## src/hdl/plts_pkg.sv

```systemverilog
// shared types, constants and helpers for the pin level timer and sequence player
`timescale 1ns / 1ps

package plts_pkg;

  localparam int unsigned SeqDepth = 16;
  localparam int unsigned StepW    = $clog2(SeqDepth);
  localparam int unsigned LenW     = StepW + 1;
  localparam int unsigned LevelW   = 10;
  localparam int unsigned TimeW    = 16;
  localparam int unsigned AgeW     = 32;
  localparam int unsigned AddrW    = 4;
  localparam int unsigned DataW    = 32;

  typedef enum logic [1:0] {
    OpTick  = 2'd0,
    OpLoad  = 2'd1,
    OpStart = 2'd2,
    OpAck   = 2'd3
  } op_e;

  typedef enum logic [1:0] {
    RegOutputMode   = 2'd0,
    RegIdleLevel    = 2'd1,
    RegSeqLength    = 2'd2,
    RegRepeatEnable = 2'd3
  } reg_e;

  typedef struct packed {
    op_e               op;
    logic [TimeW-1:0]  elapsed;
    logic [LevelW-1:0] sample;
    logic [StepW-1:0]  entry_index;
    logic [LevelW-1:0] entry_level;
    logic [TimeW-1:0]  entry_duration;
  } req_t;

  typedef struct packed {
    logic [LevelW-1:0] drive_level;
    logic              drive_strobe;
    logic [LevelW-1:0] input_level;
    logic [AgeW-1:0]   level_age;
    logic              level_changed;
    logic              seq_running;
    logic [StepW-1:0]  seq_step;
  } rsp_t;

  typedef struct packed {
    logic              output_mode;
    logic [LevelW-1:0] idle_level;
    logic [LenW-1:0]   seq_length;
    logic              repeat_enable;
  } cfg_t;

  // 32-bit timer plus 16-bit increment, sticks at all ones
  function automatic logic [AgeW-1:0] sat_add(input logic [AgeW-1:0] a,
                                              input logic [TimeW-1:0] b);
    logic [AgeW:0] sum;
    sum = {1'b0, a} + {{(AgeW + 1 - TimeW){1'b0}}, b};
    return sum[AgeW] ? {AgeW{1'b1}} : sum[AgeW-1:0];
  endfunction

endpackage

```

## src/hdl/pin_level_timer_and_sequence_player.sv

```systemverilog
// top level: register port, request input stage and result register for one pin channel
//
//   channel   direction  handshake                       payload
//   apb       in/out     psel, penable, pready           paddr, pwdata, prdata
//   in        in         in_valid_i / in_stall_o         in_req_i  (req_t)
//   out       out        out_valid_o / out_stall_i       out_rsp_o (rsp_t)
//
// one request per cycle while out_stall_i is low: a request is held in the input
// register, is processed by the channel update, and its result lands in the output
// register, where it stays valid until it is taken.
// out_stall_i holds the result register; the input register keeps taking a
// request until it too is full. reset clears channel state, configuration and
// valid flags; the step table holds unknown values until loaded.
`timescale 1ns / 1ps

module pin_level_timer_and_sequence_player (
  input  logic                          clk_i,
  input  logic                          rst_ni,
  input  logic                          psel,
  input  logic                          penable,
  input  logic                          pwrite,
  input  logic [plts_pkg::AddrW-1:0]    paddr,
  input  logic [plts_pkg::DataW-1:0]    pwdata,
  output logic [plts_pkg::DataW-1:0]    prdata,
  output logic                          pready,
  input  logic                          in_valid_i,
  output logic                          in_stall_o,
  input  plts_pkg::req_t                in_req_i,
  output logic                          out_valid_o,
  input  logic                          out_stall_i,
  output plts_pkg::rsp_t                out_rsp_o
);
  import plts_pkg::*;

  cfg_t   cfg_q;
  reg_e   reg_sel;
  logic   cfg_wr;

  logic   s1_valid_q;
  req_t   s1_req_q;
  logic   out_valid_q;
  rsp_t   out_rsp_q;
  rsp_t   core_rsp;
  logic   fire;
  logic   accept_in;

  assign pready  = 1'b1;
  assign reg_sel = reg_e'(paddr[AddrW-1:2]);
  assign cfg_wr  = psel & penable & pwrite & pready;

  always_ff @(posedge clk_i or negedge rst_ni) begin
    if (!rst_ni) begin
      cfg_q.output_mode   <= 1'b0;
      cfg_q.idle_level    <= '0;
      cfg_q.seq_length    <= LenW'(1);
      cfg_q.repeat_enable <= 1'b0;
    end else if (cfg_wr) begin
      unique case (reg_sel)
        RegOutputMode:   cfg_q.output_mode   <= pwdata[0];
        RegIdleLevel:    cfg_q.idle_level    <= pwdata[LevelW-1:0];
        RegSeqLength:    cfg_q.seq_length    <= pwdata[LenW-1:0];
        RegRepeatEnable: cfg_q.repeat_enable <= pwdata[0];
        default: ;
      endcase
    end
  end

  always_comb begin
    unique case (reg_sel)
      RegOutputMode:   prdata = {{(DataW - 1){1'b0}}, cfg_q.output_mode};
      RegIdleLevel:    prdata = {{(DataW - LevelW){1'b0}}, cfg_q.idle_level};
      RegSeqLength:    prdata = {{(DataW - LenW){1'b0}}, cfg_q.seq_length};
      RegRepeatEnable: prdata = {{(DataW - 1){1'b0}}, cfg_q.repeat_enable};
      default:         prdata = '0;
    endcase
  end

  // a request moves on when the result register is free or being drained
  assign fire       = s1_valid_q & (~out_valid_q | ~out_stall_i);
  assign in_stall_o = s1_valid_q & ~fire;
  assign accept_in  = in_valid_i & ~in_stall_o;

  always_ff @(posedge clk_i or negedge rst_ni) begin
    if (!rst_ni) begin
      s1_valid_q  <= 1'b0;
      out_valid_q <= 1'b0;
    end else begin
      s1_valid_q  <= accept_in | (s1_valid_q & ~fire);
      out_valid_q <= fire | (out_valid_q & out_stall_i);
    end
  end

  always_ff @(posedge clk_i) begin
    if (accept_in) begin
      s1_req_q <= in_req_i;
    end
    if (fire) begin
      out_rsp_q <= core_rsp;
    end
  end

  plts_core u_core (
    .clk_i  (clk_i),
    .rst_ni (rst_ni),
    .en_i   (fire),
    .req_i  (s1_req_q),
    .cfg_i  (cfg_q),
    .rsp_o  (core_rsp)
  );

  assign out_valid_o = out_valid_q;
  assign out_rsp_o   = out_rsp_q;

endmodule

```

## src/hdl/plts_core.sv

```systemverilog
// channel state and the combinational update for one request
`timescale 1ns / 1ps

module plts_core (
  input  logic          clk_i,
  input  logic          rst_ni,
  input  logic          en_i,
  input  plts_pkg::req_t req_i,
  input  plts_pkg::cfg_t cfg_i,
  output plts_pkg::rsp_t rsp_o
);
  import plts_pkg::*;

  logic [LevelW-1:0] held_level_q, held_level_d;
  logic [AgeW-1:0]   age_timer_q, age_timer_d;
  logic              change_flag_q, change_flag_d;
  logic              running_q, running_d;
  logic [StepW-1:0]  step_index_q, step_index_d;
  logic [AgeW-1:0]   step_timer_q, step_timer_d;

  logic [LevelW-1:0] step_levels_q [SeqDepth];
  logic [TimeW-1:0]  step_durations_q [SeqDepth];

  logic [LenW-1:0]   eff_len;
  logic [LenW-1:0]   next_idx;
  logic [AgeW-1:0]   timer_sum;
  logic [LevelW-1:0] drive;
  logic              strobe;

  // zero length counts as one, too long counts as the full table
  always_comb begin
    if (cfg_i.seq_length == '0) begin
      eff_len = LenW'(1);
    end else if (cfg_i.seq_length > LenW'(SeqDepth)) begin
      eff_len = LenW'(SeqDepth);
    end else begin
      eff_len = cfg_i.seq_length;
    end
  end

  assign next_idx  = {1'b0, step_index_q} + LenW'(1);
  assign timer_sum = sat_add(step_timer_q, req_i.elapsed);

  always_comb begin
    held_level_d  = held_level_q;
    age_timer_d   = age_timer_q;
    change_flag_d = change_flag_q;
    running_d     = running_q;
    step_index_d  = step_index_q;
    step_timer_d  = step_timer_q;
    drive         = '0;
    strobe        = 1'b0;
    case (req_i.op)
      OpTick: begin
        if (!cfg_i.output_mode) begin
          if (req_i.sample != held_level_q) begin
            held_level_d  = req_i.sample;
            age_timer_d   = '0;
            change_flag_d = 1'b1;
          end else begin
            age_timer_d = sat_add(age_timer_q, req_i.elapsed);
          end
        end else if (running_q) begin
          if (timer_sum > {{(AgeW - TimeW){1'b0}}, step_durations_q[step_index_q]}) begin
            step_timer_d = '0;
            strobe       = 1'b1;
            if (next_idx < eff_len) begin
              step_index_d = next_idx[StepW-1:0];
              drive        = step_levels_q[next_idx[StepW-1:0]];
            end else begin
              step_index_d = '0;
              if (cfg_i.repeat_enable) begin
                drive = step_levels_q[0];
              end else begin
                running_d = 1'b0;
                drive     = cfg_i.idle_level;
              end
            end
          end else begin
            step_timer_d = timer_sum;
          end
        end
      end
      OpStart: begin
        if (!running_q) begin
          step_index_d = '0;
          step_timer_d = '0;
          running_d    = 1'b1;
          drive        = step_levels_q[0];
          strobe       = 1'b1;
        end
      end
      OpAck: begin
        change_flag_d = 1'b0;
      end
      default: begin
        // table loads only touch the step arrays
      end
    endcase
  end

  always_ff @(posedge clk_i or negedge rst_ni) begin
    if (!rst_ni) begin
      held_level_q  <= '0;
      age_timer_q   <= '0;
      change_flag_q <= 1'b0;
      running_q     <= 1'b0;
      step_index_q  <= '0;
      step_timer_q  <= '0;
    end else if (en_i) begin
      held_level_q  <= held_level_d;
      age_timer_q   <= age_timer_d;
      change_flag_q <= change_flag_d;
      running_q     <= running_d;
      step_index_q  <= step_index_d;
      step_timer_q  <= step_timer_d;
    end
  end

  always_ff @(posedge clk_i) begin
    if (en_i && req_i.op == OpLoad) begin
      step_levels_q[req_i.entry_index]    <= req_i.entry_level;
      step_durations_q[req_i.entry_index] <= req_i.entry_duration;
    end
  end

  always_comb begin
    rsp_o.drive_level   = drive;
    rsp_o.drive_strobe  = strobe;
    rsp_o.input_level   = held_level_d;
    rsp_o.level_age     = age_timer_d;
    rsp_o.level_changed = change_flag_d;
    rsp_o.seq_running   = running_d;
    rsp_o.seq_step      = step_index_d;
  end

endmodule

```

## config.mk

```make
export PLATFORM = sky130hd
export DESIGN_NAME = pin_level_timer_and_sequence_player
export DESIGN_NICKNAME = d
export VERILOG_FILES = /design/src/hdl/plts_pkg.sv /design/src/hdl/pin_level_timer_and_sequence_player.sv /design/src/hdl/plts_core.sv
export SDC_FILE = /design/constraint.sdc
export NUM_CORES = 1
export LEC_CHECK = 0
export ABC_AREA = 1
export BUFFER_PORTS_ARGS = -buffer_cell sky130_fd_sc_hd__buf_2
export CAP_MARGIN = 20
export CORE_MARGIN = 5
export CORE_UTILIZATION = 25
export CTS_BUF_LIST = sky130_fd_sc_hd__clkbuf_8
export CTS_CLUSTER_DIAMETER = 200
export CTS_CLUSTER_SIZE = 24
export DETAILED_ROUTE_END_ITERATION = 8
export PLACE_DENSITY = 0.46
export SLEW_MARGIN = 0
export SYNTH_ARGS = -nofsm -noshare
export SYNTH_HDL_FRONTEND = slang
export SYNTH_SLANG_ARGS = --single-unit
```

## constraint.sdc

```tcl
create_clock -name clk_i -period 4.2 [get_ports clk_i]
set_input_delay 0.21 -clock clk_i [delete_from_list [all_inputs] [get_ports clk_i]]
set_output_delay 0.21 -clock clk_i [all_outputs]
set_load 0.005 [all_outputs]
```

==> After elaboration in Yosys (flattened, before gate mapping) <==
Memory sizes are Yosys's and may differ from the RTL's.
Index checks and enable logic that the tools add are counted.
{ "totals": {"out_inout_bits": 94, "regBits": 216, "memories": 2, "elab_cells": 111, "mem_bits_rw": 416} }
{ "mem_list": {"columns": ["memory", "words", "width", "read_ports", "rd_clocked_by_memory_dff", "wr", "line", "rtl"], "rows": [
  ["u_core.step_durations_q", 16, 16, 1, 0, 1, "plts_core.sv:22", "logic [TimeW-1:0] step_durations_q [SeqDepth];"],
  ["u_core.step_levels_q", 16, 10, 2, 0, 1, "plts_core.sv:21", "logic [LevelW-1:0] step_levels_q [SeqDepth];"]
]} }
{ "op_classes": {"order_cmp": 3, "eq_ne": 10, "reduce_logical": 10, "n_mux": 45, "n_addsub": 3, "n_bitwise": 13} }
{ "ops": {"columns": ["op", "count"], "rows": [
  ["$mux W32", 9],
  ["$pmux W32 S4", 1],
  ["$mux W10", 9],
  ["$add A32 B16 Y33", 2],
  ["$pmux W32 S2", 1],
  ["$gt A32 B16 Y1", 1],
  ["$mux W4", 5],
  ["$pmux W10 S2", 1],
  ["$mux W1", 13],
  ["$mux W5", 2],
  ["$ne A10 B10 Y1", 1],
  ["$eq A2 B2 Y1 const B", 4],
  ["$pmux W4 S2", 1],
  ["$reduce_and A2 Y1", 4],
  ["$and A1 B1 Y1", 6],
  ["$pmux W1 S2", 3],
  ["$add A4 B1 Y5 const B", 1],
  ["$gt A5 B5 Y1 const B", 1],
  ["$logic_not A5 Y1", 1],
  ["$lt A5 B5 Y1", 1],
  ["$reduce_and A5 Y1", 1],
  ["$eq A2 B1 Y1 const B", 2],
  ["$logic_not A2 Y1", 2],
  ["$ne A2 B2 Y1 const B", 2],
  ["5 further kinds", 10]
]} }

==> Depth between registers and ports, before layout <==
Gate-level depths: netlist (run 1).
{ "logic_depth": {"word_depth": 9, "depth_mapped": 29, "mapped_depth_nobuf": 29} }

==> By module <==
From an unflattened synthesis (run 1), not the netlist that was laid out.
{ "unflattened": {"cells_unflattened": 2723, "hier_area_um2": 28735.1} }
{ "by_module_without_submodules": {"columns": ["module", "cells_each", "n_inst", "area_each_um2"], "rows": [
  ["plts_core", 2457, 1, 24130.6],
  ["pin_level_timer_and_sequence_player", 266, 1, 4604.4]
]} }

==> Worst setup path before layout (run 1) <==
OpenSTA, ideal clock, no wires.
{ "synth_path": {"path_type": "register to register", "from": "register s1_req_q[40] (netlist name)", "to": "register out_rsp_q, in the netlist out_rsp_o[49], data pin", "n_path_buf": 2, "slack_ns": 0.136, "setup_ns": 0.267, "arrival_ns": 3.798, "period_less_slack_ns": 4.064, "path_stages_with_launch": 26, "required_ns": 3.933, "path_cell_list": "edfxtp_1 ha_1 fa_1 nand3_1 nand3_1 nand2_1 nand2_1 nand2_1 nand2_2 nand3_2 inv_2 clkbuf_1 or2_2 ha_1 nand2_1 nor2_1 nand2_1 nor4b_1 a21oi_1 nor2_1 nand2_1 nor2_2 nand3_4 nand4_1 buf_2 o22ai_1"} }
{ "synth_lines": {"columns": ["item", "line", "rtl"], "rows": [
  ["start, declared", "pin_level_timer_and_sequence_player.sv:40", "req_t s1_req_q;"],
  ["start signal, assigned", "pin_level_timer_and_sequence_player.sv:95", "s1_req_q <= in_req_i;"],
  ["end signal, assigned", "pin_level_timer_and_sequence_player.sv:98", "out_rsp_q <= core_rsp;"],
  ["end, declared", "pin_level_timer_and_sequence_player.sv:42", "rsp_t out_rsp_q;"]
]} }

==> results.py, run 1 <==
metrics = {
    "detailed_routing": {
        "drt-total-wl_mm": 84.3,
        "dr.pass1.iters": 6,
        "ant_nets": 0,
        "vias_per_cell": 4.51,
        "vias": 20100,
        "drc": 0,
        "drtIter0Drc": 1438,
        "routedWlPerCell_um": 18.9,
    },
    "yosys": {
        "syn_area_um2": 28600,
        "synthTopCellsByArea": "edfxtp_1 (56%), dfrtp_1 (8.6%), nand2_1 (7.3%)",
        "synth.largest_area_cell": "edfxtp_1",
        "yosysSeqAreaShare": 0.646,
        "ys_warn_count": 0,
        "synth_flop_cell": "edfxtp_1",
        "synth_cell_types": 57,
        "synth_edf_count": 533,
        "avgSynthCellArea_um2": 10.7,
        "synth_cells": 2686,
        "synth_top_area_frac": 0.559,
        "synthArstFlopShare": 0.157,
        "ys_ff_latch": 632,
    },
    "sta": {
        "setup_viol_count_final": 0,
        "post-route-period-util": 0.949,
        "maxSlewHeadroom": 0.374,
        "tightest_slew_ns": 0.939,
        "drv_slew": 0,
        "finalClockSkew_ns": 0.0373,
        "hold_slack_ns": 0.0795,
        "min_period_ns": 3.99,
        "fmax_ghz": 0.251,
        "hold_viol_final": 0,
    },
    "placed_design": {
        "hpwl_mm": 55.2,
        "port_buffers": 147,
        "place.gp.congestion": 0.841,
        "dp.cells": 4309,
    },
    "final_layout": {
        "nets": 3081,
        "final_layout_size_suffix_gt1_frac": 0.144,
        "post-route-util": 0.294,
        "layout.cells.non_filler": 4459,
        "syn_to_final_growth_pct": 17.0,
    },
    "flow_run": {
        "drv_cap": 0,
    },
    "worst_setup_path": {
        "crit_start": "s1_req_q[55]$_DFFE_PP_",
        "reg2reg_slack_ns": 0.21,
        "rr_startpoint": "s1_req_q[55]$_DFFE_PP_",
        "cp_data_arrival_time_ns": 4.46,
        "worst_ep_required_time_ns": 4.68,
        "critPathCapture": "out_rsp_o[52]$_DFFE_PP_",
        "reg2reg_depth": 22,
        "rr_endpoint": "out_rsp_o[52]$_DFFE_PP_",
        "crit_type": "flop to flop",
        "cp_max_fo": 11,
        "cp-end-kind": "flop",
        "cp-start-kind": "flop",
    },
    "power": {
        "vdd_drop_max_uv": 304,
        "power_density_nw_per_um2": 517,
        "design_power_total_w": 0.0173,
        "p_leak_nw": 12.6,
    },
    "floorplan": {
        "io_pins": 195,
        "core_um2": 114000,
        "dieArea_um2": 121000,
        "initial_core_util": 0.251,
        "die-width_um": 348,
        "die-height_um": 348,
        "num_rows": 124,
    },
    "grt": {
        "grt.overflow.total": 0,
        "antenna_found_initial": 3,
        "grtUsageTotal": 0.133,
        "grt_pass1_vias": 19500,
        "grt_pass1_wl_mm": 125,
        "grt_max_degree": 91,
    },
    "run_status": {
        "status": "finished, final reports clean",
    },
    "clock_tree": {
        "root_buffer": "clkbuf_8",
        "cts_tree": "built",
        "clockBufferDepth": 3,
        "clkSlewWorstSetupHoldPaths_ns": 0.16,
        "htreeDepth": 1,
        "cts.sinks": 632,
        "cts_buffers": 30,
        "insertion_delay_ns": 0.76,
    },
    "min_path": {
        "hp-class": "input pin to async pin",
    },
}
## layout by cell type, fill, tap and decap left out, drive strengths merged, types with 16 or more instances in the layout
cell,n
nand2,561
edfxtp,533
o21ai,288
nor2,267
inv,258
buf,251
a21oi,124
dfrtp,98
nand3,89
dlygate4sd3,76
ha,56
o221ai,43
clkbuf,31
o22ai,31
o211ai,27
or2,26
xor2,25
nand4,24
conb,23
a31oi,19
nor3,17
a22oi,16
## sequential cells by signal, summed over array words and instances (netlist names), 4 cells and up
signal                   count
cfg_q                       17
u_core.step_index_q          4
out_rsp_o                   59
u_core.step_timer_q         32
u_core.step_durations_q    256
u_core.age_timer_q          32
s1_req_q                    58
u_core.step_levels_q       160
u_core.held_level_q         10
## through the flow
step / worst slack, ns / instance area (um2) / setup TNS, ns
6_report: 0.214 / 33500 / 0
5_1_grt: -0.0153 / 33500 / -0.0375
4_1_cts: 0.0373 / 33100 / 0
3_5_place_dp: -0.0871 / 31700 / -1.51
3_3_place_gp: -0.0129 / 31700 / -0.0548
2_1_floorplan: 0.136 / 28700 / 0
## what timing repair did
| item | in CTS | in global routing |
|---|---|---|
| hold buffers | 76 | 0 |
| endpoints found under the hold margin | 124 | 0 |
| pin swaps | 1 | 16 |
| gates resized for setup | 4 | 57 |
| setup buffers | 0 | 16 |
| setup endpoints to repair | 34 | 36 |
| cloned | 0 | 1 |
## cell families (layout without fill, tap and decap cells)
kind of cell               Yosys count  after routing  synth area share
AOI/OAI and AO/OA                  584            584             0.119
adders and majority gates           58             58            0.0259
and+or+nand+nor                    995            995             0.145
DFF                                632            632             0.646
xor gates and xnor gates            32             32           0.00979
other                                2             24          0.000262
buffers and inverters              383            622            0.0540
## critical path, cell delays in order, from the launching register on
cell      delay (ns)
edfxtp_1        0.53
ha_4            0.30
a21oi_1         0.20
nand2_1         0.17
a21oi_2         0.22
nand2_4         0.11
nand3_4         0.10
inv_8           0.06
or2_4           0.25
ha_4            0.26
nand2_1         0.08
nor2_4          0.13
nand2_2         0.06
nor4b_2         0.26
a21oi_1         0.06
nor2_1          0.08
nand2_1         0.06
nor2_2          0.15
nand3_4         0.14
nand4_1         0.16
buf_12          0.14
buf_12          0.13
o22ai_1         0.07
## how the worst min path moves through the flow
stage | endpoint | slack [ns] | cells after the start | startpoint
after global placement | u_core.step_timer_q[28]$_DFFE_PN0P_ | 0.34 | 1 | rst_ni
after floorplan | cfg_q[0]$_DFFE_PN0P_ | -0.09 | 0 | rst_ni
after global routing | s1_req_q[25]$_DFFE_PP_ | 0.1 | 2 | in_req_i[25]
after detailed placement | u_core.step_timer_q[28]$_DFFE_PN0P_ | 0.33 | 1 | rst_ni
after CTS | cfg_q[8]$_DFFE_PN0P_ | 0.02 | 6 | pwrite
final | u_core.step_timer_q[22]$_DFFE_PN0P_ | 0.08 | 2 | rst_ni
## layout make-up
class / count / area, um2
inverter: 238 / 915
tap: 1512 / 1890
sequential: 632 / 18500
clock buffer: 30 / 413
antenna: 1 / 2.50
clock inverter: 26 / 149
timing repair buffer: 328 / 2550
multi-input combinational: 1692 / 9080
fill: 11900 / 80500
## Yosys cell counts, types with 12 or more instances
cell type	instances
a22oi_1	16
a21oi_1	121
edfxtp_1	533
buf_4	24
dfrtp_1	98
or2_2	24
clkbuf_1	96
buf_1	15
nand4_1	24
nor2_2	13
o211ai_1	27
nor3_1	16
o21ai_0	270
xor2_1	25
nand3_1	83
o22ai_1	31
ha_1	56
o221ai_1	43
a31oi_1	19
nand2_1	555
nor2_1	250
inv_2	12
o21ai_1	12
inv_1	222
## power by group
| group | leakage (nW) | internal, W | switching (W) |
|---|---|---|---|
| Sequential | 6.16 | 0.00721 | 0.000310 |
| Combinational | 6.11 | 0.00255 | 0.00452 |
| Clock | 0.367 | 0.000754 | 0.00197 |
| Total | 12.6 | 0.0105 | 0.00680 |
## per-layer routing
metal  part of all wire  track usage  vias to the layer above
met1               0.47        0.191                     9908
met3              0.045       0.0192                       74
met4              0.017       0.0200                        0
met5                  0            0                        -
li1                   -            -                     9764
met2               0.46        0.219                      385
Power figures use the tool's default switching activity.
==> run 2: changes to the inputs <==
--- a/config.mk
+++ b/config.mk
@@ -15,7 +15,7 @@
 export CTS_CLUSTER_SIZE = 24
 export DETAILED_ROUTE_END_ITERATION = 8
 export PLACE_DENSITY = 0.46
-export SLEW_MARGIN = 0
 export SYNTH_ARGS = -nofsm -noshare
 export SYNTH_HDL_FRONTEND = slang
+export SYNTH_HIERARCHICAL = 1
 export SYNTH_SLANG_ARGS = --single-unit
==> run 2 against run 1 <==
Net effect: die area rose by 0.37%; first-iteration DRC count rose by 5.9%; maximum frequency rose by 0.49%; via count rose by 1.3%; clock skew rose by 0.013 ns; sequential cell count did not move; clock power fell by 5%; wire length rose by 1.5%; core utilization fell by 0.073 points; synthesized cell count rose by 1.4%; worst hold slack got worse by 0.036 ns; critical path type unchanged.
==> results.py, run 2 <==
metrics = {
    "worst_setup_path": {
        "cp_data_arrival_time_ns": 4.48,
        "reg2reg_depth": 27,
        "rr_endpoint": "out_rsp_o[2]$_DFFE_PP_",
        "reg2reg_slack_ns": 0.23,
        "cp-start-kind": "flop",
        "worst_ep_required_time_ns": 4.71,
        "cp-end-kind": "flop",
        "cp_max_fo": 7,
        "crit_type": "flop to flop",
        "rr_startpoint": "s1_req_q[49]$_DFFE_PP_",
    },
    "detailed_routing": {
        "dr.pass1.iters": 6,
        "vias": 20400,
        "drtIter0Drc": 1523,
        "drc": 0,
        "vias_per_cell": 4.53,
        "ant_nets": 0,
        "routedWlPerCell_um": 19.0,
        "drt-total-wl_mm": 85.5,
    },
    "clock_tree": {
        "cts_buffers": 30,
        "clockBufferDepth": 3,
        "cts_tree": "built",
        "clkSlewWorstSetupHoldPaths_ns": 0.16,
        "root_buffer": "clkbuf_8",
        "insertion_delay_ns": 0.77,
        "htreeDepth": 1,
        "cts.sinks": 632,
    },
    "run_status": {
        "status": "finished, final reports clean",
    },
    "final_layout": {
        "largest_reg_flops": 256,
        "regMostFlops": "u_core/step_durations_q",
        "final_common_cell": "nand2_1",
        "antenna_cells": 0,
        "layout_common_cells": "nand2_1 (617), edfxtp_1 (533), nor2_1 (242)",
        "post-route-util": 0.293,
        "syn_to_final_growth_pct": 16.4,
        "final_cell_area_um2": 33500,
        "final_layout_size_suffix_gt1_frac": 0.128,
        "nets": 3142,
    },
    "flow_run": {
        "drv_cap": 0,
    },
    "yosys": {
        "synthTopCellsByArea": "edfxtp_1 (56%), dfrtp_1 (8.5%), nand2_1 (8.1%)",
        "yosysSeqAreaShare": 0.643,
        "synth.most_common_cell": "nand2_1",
        "synth.largest_area_cell": "edfxtp_1",
        "synthTopCellsByCount": "nand2_1 (622), edfxtp_1 (533), nor2_1 (267), o21ai_0 (225), inv_1 (210)",
        "synth_flop_cell": "edfxtp_1",
        "ys_warn_count": 6,
        "synth_top_area_frac": 0.557,
        "ys_ff_latch": 632,
        "avgSynthCellArea_um2": 10.6,
        "synth_cell_types": 59,
        "syn_area_um2": 28700,
        "synth_cells": 2723,
        "synthArstFlopShare": 0.157,
        "synth_edf_count": 533,
    },
    "min_path": {
        "holdPathStages": 5,
        "hold_start": "psel",
        "whs_endpoint": "cfg_q[5]$_DFFE_PN0P_",
        "hp-class": "input pin to flop",
    },
    "sta": {
        "setup_viol_count_final": 0,
        "min_period_ns": 3.97,
        "setup_slack_ns": 0.234,
        "post-route-period-util": 0.944,
        "fmax_ghz": 0.252,
        "tightest_slew_ns": 0.989,
        "maxSlewHeadroom": 0.341,
        "rsz0062_at_grt": "true",
        "hold_viol_final": 0,
        "finalClockSkew_ns": 0.0499,
        "drv_slew": 0,
    },
    "placed_design": {
        "placed_area_um2": 31700,
        "port_buffers": 147,
        "dpl_worst_slack_ns": -0.0634,
        "place.gp.congestion": 0.859,
        "hpwl_mm": 55.7,
    },
    "grt": {
        "grtUsageTotal": 0.135,
        "grt_pass1_vias": 19500,
        "grt_max_degree": 86,
        "grt.overflow.total": 0,
        "grt_pass1_wl_mm": 127,
        "antenna_found_initial": 3,
    },
    "power": {
        "p_leak_nw": 12.8,
        "vdd_drop_max_uv": 299,
        "power_density_nw_per_um2": 465,
        "design_power_total_w": 0.0156,
    },
    "floorplan": {
        "io_pins": 195,
        "die-width_um": 349,
        "dieArea_um2": 122000,
        "core_um2": 114000,
        "die-height_um": 349,
        "initial_core_util": 0.252,
        "num_rows": 124,
    },
}
==> run 2: cell types whose count changed in the layout (fill, tap and decap cells not counted), moves of 10 or more <==
cell / delta
o31ai_1: +12
o21ai_1: +20
buf_12: -11
nand2_1: +70
nand3_1: +24
nor2_1: +13
o21ai_0: -45
ha_1: +12
inv_1: -26
or2_4: -10
buf_4: +10
dlygate4sd3_1: +27
==> run 2: logic make-up after synthesis <==
family                     after synthesis  synth area share
other                                    2          0.000261
and+or+nand+nor                       1075             0.153
DFF                                    632             0.643
AOI/OAI and AO/OA                      557             0.115
buffers and inverters                  368            0.0529
xor gates and xnor gates                31           0.00945
adders and majority gates               58            0.0258
==> run 2: area by class of cell <==
type                            count  area (um2)
Sequential cell                   632       18500
Timing Repair Buffer              353        2660
Inverter                          221         836
Tap cell                         1512        1890
Multi-Input combinational cell   1745        9090
Clock buffer                       30         413
Fill cell                       12000       80700
Clock inverter                     11        66.3
==> run 2: worst max-delay path, stage by stage (launching register included) <==
cell and delay, ns:
edfxtp_1 0.53, ha_4 0.27, nand2_1 0.06, nand2_1 0.11, a21oi_2 0.23, nor2_1 0.09
nor2_1 0.18, nand2_2 0.12, and3_4 0.21, or2_2 0.30, ha_1 0.31, nand2_1 0.09
inv_1 0.04, nand3_1 0.10, a31oi_1 0.05, nor2_1 0.10, nand2_1 0.06, nand2_1 0.05
nand2_1 0.04, nor2_1 0.08, nand2_1 0.06, nor2_1 0.12, nand2_2 0.12, buf_4 0.17
nand4_1 0.06, nand2_1 0.08, nand2_1 0.06, o21ai_1 0.06
==> run 2: worst max path at each step <==
| stage | startpoint | endpoint |
|---|---|---|
| final | s1_req_q[49]$_DFFE_PP_ | out_rsp_o[2]$_DFFE_PP_ |
| after detailed placement | s1_req_q[40]$_DFFE_PP_ | out_rsp_o[2]$_DFFE_PP_ |
| after global routing | s1_req_q[49]$_DFFE_PP_ | out_rsp_o[3]$_DFFE_PP_ |
| after floorplan | s1_req_q[40]$_DFFE_PP_ | out_rsp_o[48]$_DFFE_PP_ |
| after global placement | s1_req_q[40]$_DFFE_PP_ | out_rsp_o[2]$_DFFE_PP_ |
| after CTS | s1_req_q[40]$_DFFE_PP_ | out_rsp_o[2]$_DFFE_PP_ |
==> run 2: repair_timing <==
item                       4_1_cts  5_1_grt
setup endpoints to repair       17       37
pin swaps                        0        6
gates resized for setup          3       28
hold buffers                   102        1
setup buffers                    0        8
hold endpoints to repair       144        7
cloned                           0        1
==> run 2: metal layers <==
metal	GRT usage	wire, um
met5	0	0
met4	0.0206	1380
met3	0.0139	3550
met2	0.218	39300
met1	0.201	41300
==> run 2: power breakdown <==
| part | internal, W | switching, W |
|---|---|---|
| Clock | 0.000677 | 0.00192 |
| Sequential | 0.00711 | 0.000273 |
| Combinational | 0.00196 | 0.00362 |
==> run 2: through the flow <==
step / std cells / hold WS [ns] / setup TNS (ns)
global placement: 4350 / 0.386 / -1.21
global route: 4504 / 0.0620 / -0.360
finish: 4504 / 0.0434 / 0
detailed placement: 4350 / 0.388 / -0.502
floorplan: 2744 / -0.0856 / 0
CTS: 4493 / 0.00176 / 0
